<file path="src/design/mkc_pkg.sv">
// Shared types and constants for the keystream byte cipher.
package mkc_pkg;

    // Generator geometry and constants.
    localparam int unsigned STATE_WORDS_DEF = 624;
    localparam int unsigned MT_OFFSET       = 397;
    localparam logic [31:0] MT_MATRIX       = 32'h9908_B0DF;
    localparam logic [31:0] MT_MULT         = 32'h6C07_8965;
    localparam logic [31:0] MT_UPPER        = 32'h8000_0000;
    localparam logic [31:0] MT_LOWER        = 32'h7FFF_FFFF;
    localparam logic [31:0] TEMPER_B        = 32'h9D2C_5680;
    localparam logic [31:0] TEMPER_C        = 32'hEFC6_0000;
    localparam logic [31:0] SEED_BIAS       = 32'd6;

    // Additive key constants.
    localparam logic [7:0] KEY_INIT  = 8'hC5;
    localparam logic [7:0] STEP_INIT = 8'h83;
    localparam logic [7:0] STEP_INC  = 8'h53;

    // Queue depth between the front and back parts.
    localparam int unsigned QUEUE_DEPTH = 2;

    // One classified transaction waiting for the back part.
    typedef struct packed {
        logic [7:0] data;
        logic       reseed;
    } item_t;

    // Tempering of one generator word.
    function automatic logic [31:0] temper(input logic [31:0] w);
        logic [31:0] y;
        y = w ^ (w >> 11);
        y = y ^ ((y << 7) & TEMPER_B);
        y = y ^ ((y << 15) & TEMPER_C);
        y = y ^ (y >> 18);
        return y;
    endfunction

endpackage

</file>
<file path="src/design/mkc_front.sv">
// Front part: accepts transactions, marks those that reseed, and queues them.
module mkc_front (
    input  logic          aclk,
    input  logic          aresetn,
    input  logic          s_valid,
    output logic          s_ready,
    input  logic [7:0]    s_data_byte,
    input  logic          s_start_req,
    output logic          q_valid,
    output mkc_pkg::item_t q_item,
    input  logic          q_pop
);

    localparam int unsigned PW = $clog2(mkc_pkg::QUEUE_DEPTH);

    mkc_pkg::item_t    mem_reg [mkc_pkg::QUEUE_DEPTH];
    logic [PW-1:0]     wr_ptr_reg, rd_ptr_reg;
    logic [PW:0]       count_reg;
    logic              init_pending_reg;
    logic              push;

    assign s_ready = (count_reg != PW'(0) + (PW+1)'(mkc_pkg::QUEUE_DEPTH));
    assign push    = s_valid && s_ready;
    assign q_valid = (count_reg != '0);
    assign q_item  = mem_reg[rd_ptr_reg];

    // Queue storage; the first transaction after reset always reseeds.
    always_ff @(posedge aclk) begin
        if (push) begin
            mem_reg[wr_ptr_reg].data   <= s_data_byte;
            mem_reg[wr_ptr_reg].reseed <= s_start_req || init_pending_reg;
        end
    end

    // Queue pointers and the pending-seed flag.
    always_ff @(posedge aclk) begin
        if (!aresetn) begin
            wr_ptr_reg       <= '0;
            rd_ptr_reg       <= '0;
            count_reg        <= '0;
            init_pending_reg <= 1'b1;
        end else begin
            if (push) begin
                wr_ptr_reg       <= wr_ptr_reg + PW'(1);
                init_pending_reg <= 1'b0;
            end
            if (q_pop) begin
                rd_ptr_reg <= rd_ptr_reg + PW'(1);
            end
            count_reg <= count_reg + (PW+1)'(push) - (PW+1)'(q_pop);
        end
    end

endmodule

</file>
<file path="config.mk">
export PLATFORM = sky130hd
export DESIGN_NAME = mkc_front
export DESIGN_NICKNAME = d
export VERILOG_FILES = /design/src/design/mkc_pkg.sv /design/src/design/mkc_front.sv
export SDC_FILE = /design/constraint.sdc
export NUM_CORES = 1
export LEC_CHECK = 0
export BUFFER_PORTS_ARGS = -buffer_cell sky130_fd_sc_hd__buf_2
export CAP_MARGIN = 20
export CORE_MARGIN = 2
export CORE_UTILIZATION = 40
export DETAILED_ROUTE_END_ITERATION = 10
export PLACE_DENSITY = 0.67
export SYNTH_ARGS = -nofsm -noshare
export SYNTH_HDL_FRONTEND = slang
export SYNTH_SLANG_ARGS = --single-unit
export TNS_END_PERCENT = 10
</file>
<file path="constraint.sdc">
create_clock -name aclk -period 3.51 [get_ports aclk]
set_input_delay 0.702 -clock aclk [delete_from_list [all_inputs] [get_ports aclk]]
set_output_delay 0.702 -clock aclk [all_outputs]
set_load 0.02 [all_outputs]
</file>
After elaboration in Yosys (flattened, before gate mapping)
Memories as Yosys holds them, arrays and structs flattened. A register that Yosys moved wholly into a read port is not among the register bits.
Index checks and enable logic that the tools add are counted.
{"block": "classes", "mux": 4, "reduce_logical": 3, "add_sub_neg": 4, "n_eq_ne": 1}
{"cell": "1-bit 2-to-1 mux", "n": 4}
{"cell": "1-bit adder, second input constant", "n": 2}
{"cell": "2-bit by 1-bit adder with 2-bit output", "n": 1}
{"cell": "2-bit inequality test, second input constant", "n": 1}
{"cell": "2-bit nonzero test", "n": 1}
{"cell": "2-bit by 1-bit subtractor with 2-bit output", "n": 1}
{"cell": "1-bit logical AND", "n": 1}
{"cell": "1-bit logical OR", "n": 1}
{"block": "totals", "mem_count": 1, "out_inout_bits": 11, "ramBits": 18, "regBits": 5, "inputBits": 13}
{"memory": "mem_reg", "depth": 2, "word_bits": 9, "rd": 1, "rd_ports_with_merged_regs": 1, "wr": 1, "line": "mkc_front.sv:16", "source": "mkc_pkg::item_t mem_reg [mkc_pkg::QUEUE_DEPTH];"}

Depth between registers and ports, before layout
{"block": "logic_depth", "word_depth": 4, "mapped_depth": 7}

Worst setup path before layout
No wires, ideal clock.
{"block": "synth_path", "kind": "register -> register", "startpoint": "reg count_reg[0]", "endpoint": "reg count_reg[1]", "n_path_buf": 0, "arrival_ns": 1.485, "period_less_slack_ns": 1.605, "setup_slack_ns": 1.905, "stages_incl_launch_ff": 8, "required_time_ns": 3.390, "setup_time_ns": 0.120, "cell_sequence": "dfxtp_1 nand2b_1 nand2_1 xnor2_1 ha_1 nand3b_1 mux2i_1 a211o_1"}
{"block": "synth_via", "elab_chain_len": 4}
{"element": "start, declared", "line": "mkc_front.sv:18", "source": "logic [PW:0] count_reg;"}
{"element": "start signal, assigned", "line": "mkc_front.sv:50", "source": "count_reg <= count_reg + (PW+1)'(push) - (PW+1)'(q_pop);"}
{"element": "2-bit inequality test", "line": "mkc_front.sv:22", "source": "assign s_ready = (count_reg != PW'(0) + (PW+1)'(mkc_pkg::QUEUE_DEPTH));"}
{"element": "named net s_ready", "line": "mkc_front.sv:6", "source": "output logic s_ready,"}
{"element": "1-bit logical AND", "line": "mkc_front.sv:23", "source": "assign push = s_valid && s_ready;"}
{"element": "2-bit by 1-bit adder with 2-bit output", "line": "mkc_front.sv:50"}
{"element": "2-bit by 1-bit subtractor with 2-bit output", "line": "mkc_front.sv:50"}
The timed path passes the listed nets, and every way through them passes these cells.
A chain may end at the register's enable or synchronous reset.

==> results.json <==
{
  "grt_max_degree": 14,
  "clock_path_buffers": 2,
  "swShare_pct": 26.1,
  "dieArea_um2": 2760,
  "nets": 101,
  "worst_pin_slew_ns": 0.451,
  "hold_depth": 1,
  "worst-endpoint-arrival_ns": 1.43,
  "min_period_ns": 2.14,
  "grt_util_met1_pct": 12.5,
  "via_per_inst": 4.89,
  "grt_use_met3_pct": 2.57,
  "drt_iter0_drc": 12,
  "postCtsResizedCells": 0,
  "fin_skew_ns": 0.00745,
  "drc_errors": 0,
  "required_ns": 2.81,
  "setup_tns_ns": 0,
  "drv_slew": 0,
  "worstHoldStart": "init_pending_reg",
  "postCtsSetupRepairBufs": 0,
  "layout_commonest_cell": "buf_2",
  "min_to": "init_pending_reg",
  "antenna_found_initial": 0,
  "ys_types": 23,
  "p_leak_nw": 0.443,
  "hold_buffers": 0,
  "clkPwrFrac_pct": 20.1,
  "die_w_um": 52.6,
  "final_cell_mix": "buf_2 (23), edfxtp_1 (18), mux2_2 (9)",
  "p_comb_share_pct": 19.7,
  "n_fill_cell": 206,
  "cts.sinks": 24,
  "cap_violations": 0,
  "wl_per_cell_um": 12.2,
  "worst_slack_ns": 1.37,
  "crit_fanout": 9,
  "synthCells": 60,
  "critPathKind": "flop to output port",
  "start_kind": "flop",
  "ios": 24,
  "portBuffers": 23,
  "rr_endpoint": "count_reg[1]",
  "grt_pass1_wl_um": 2230,
  "r2r_start": "count_reg[0]",
  "reg2reg_slack_ns": 1.89,
  "overflow": 0,
  "cts_tree": "done",
  "hold_violations": 0,
  "syn-cell-area_um2": 943,
  "dpl.hpwl_um": 999,
  "htree_levels": 1,
  "cts_buffers": 3,
  "endpoint_kind": "output port",
  "synth_seq_cells": 24,
  "core_um2": 2210,
  "drt-total-wl_um": 1400,
  "gr-usage-met2_pct": 20.6,
  "grt-busiest-layer": "met2",
  "drtPass1Iterations": 4,
  "grt_pass1_vias": 535,
  "max_freq_ghz": 0.468,
  "gp_congestion": 0.706,
  "ant_nets": 0,
  "path_clk_slew_ns": 0.11,
  "seqPwrFrac_pct": 60.2,
  "power.switching_mw": 0.152,
  "synth_area_per_cell_um2": 15.7,
  "ys_seq_area_share_pct": 70.0,
  "dp_slack_ns": 1.64,
  "die_h_um": 52.6,
  "root_buffer": "clkbuf_4",
  "largest_reg_flops": 18,
  "clk_latency_ns": 0.30,
  "layout-drive-gt1-share_pct": 45.3,
  "p_int_mw": 0.429,
  "power_density_nw_per_um2": 522,
  "antenna_cells": 0,
  "reg2regPathDepth": 7,
  "post-route-period-util_pct": 60.9,
  "grt_usage_pct": 11.4,
  "area_delta_synth_final_pct": 18.2,
  "rsz0062_at_grt": "no",
  "synth.net_count": 74,
  "rows": 17,
  "slew_headroom_pct": 70.0,
  "initial_utilization_pct": 42.6,
  "routed-via-count": 558,
  "ys_warn_count": 0,
  "irDropWorstVdd_uv": 286,
  "status": "completed",
  "hold_path.class": "flop to flop",
  "finalSetupViolCount": 0
}
[metrics by stage]
| step | hold slack (ns) | power, mW | instances | instance area, um2 | util (%) |
|---|---|---|---|---|---|
| detailed placement | 0.450 | 0.472 | 110 | 1090 | 49.2 |
| global route | 0.492 | 0.612 | 114 | 1110 | 50.4 |
| global placement | 0.443 | 0.469 | 110 | 1090 | 49.2 |
| CTS | 0.479 | 0.590 | 114 | 1110 | 50.4 |
| floorplan | 0.418 | 0.433 | 60 | 943 | - |
| finish | 0.468 | 0.581 | 114 | 1110 | 50.4 |
[synthesized netlist by cell type, drive strengths merged]
cell	count	area share (%)
a21oi	1	0.53
inv	3	1.2
nor4b	1	0.93
edfxtp	18	57
a211oi	1	0.80
buf	1	0.53
mux2i	1	1.1
nand2b	1	0.66
nor2	2	0.80
and2	1	0.66
and3	1	0.66
mux2	9	11
nand3	1	0.53
a211o	1	0.93
a21bo	1	1.1
dfxtp	6	13
xnor2	2	1.9
ha	1	1.3
nand3b	2	1.6
a21o	1	0.80
nand2	2	0.80
or2	2	1.3
a21boi	1	1.2
[cell type report]
class	instances	area, um2	area share, %
Clock buffer	4	26.3	2.36
Sequential cell	24	661	59.3
Timing Repair Buffer	23	115	10.3
Tap cell	28	35.0	3.14
Inverter	3	11.3	1.01
Multi-Input combinational cell	32	267	23.9
[per-layer routing]
layer | wire length [um] | vias to the layer above
met3 | 74 | 0
met1 | 618 | 269
li1 | - | 271
met5 | 0 | -
met4 | 0 | 0
met2 | 702 | 18
[worst max path at each step]
stage / endpoint / depth (start not counted)
2_1_floorplan: count_reg[1] / 7
3_3_place_gp: q_item[8] / 2
3_5_place_dp: count_reg[1] / 7
4_1_cts: q_item[8] / 2
5_1_grt: q_item[6] / 2
6_report: q_item[8] / 2
[power groups by stage]
stage	registers (mW)	clock network, mW	logic [mW]
floorplan	0.350	0	0.0833
global placement	0.356	0	0.113
detailed placement	0.357	0	0.115
CTS	0.351	0.124	0.116
global route	0.354	0.133	0.125
finish	0.350	0.117	0.114
[cells by family after synthesis]
group	Yosys count	synth area share [%]
AO/OA/AOI/OAI	6	5.31
XOR/XNOR	2	1.86
adder cells (fa/ha/maj)	1	1.33
buffers and inverters	4	1.72
flip-flops	24	70.0
multiplexers	10	11.8
AND/OR/NAND/NOR	13	7.96
[critical path: stages (launching register included)]
cell and delay (ns):
dfxtp_1 0.59, mux2_2 0.39, buf_2 0.16
Note: power is estimated with default switching activity, not from simulation.
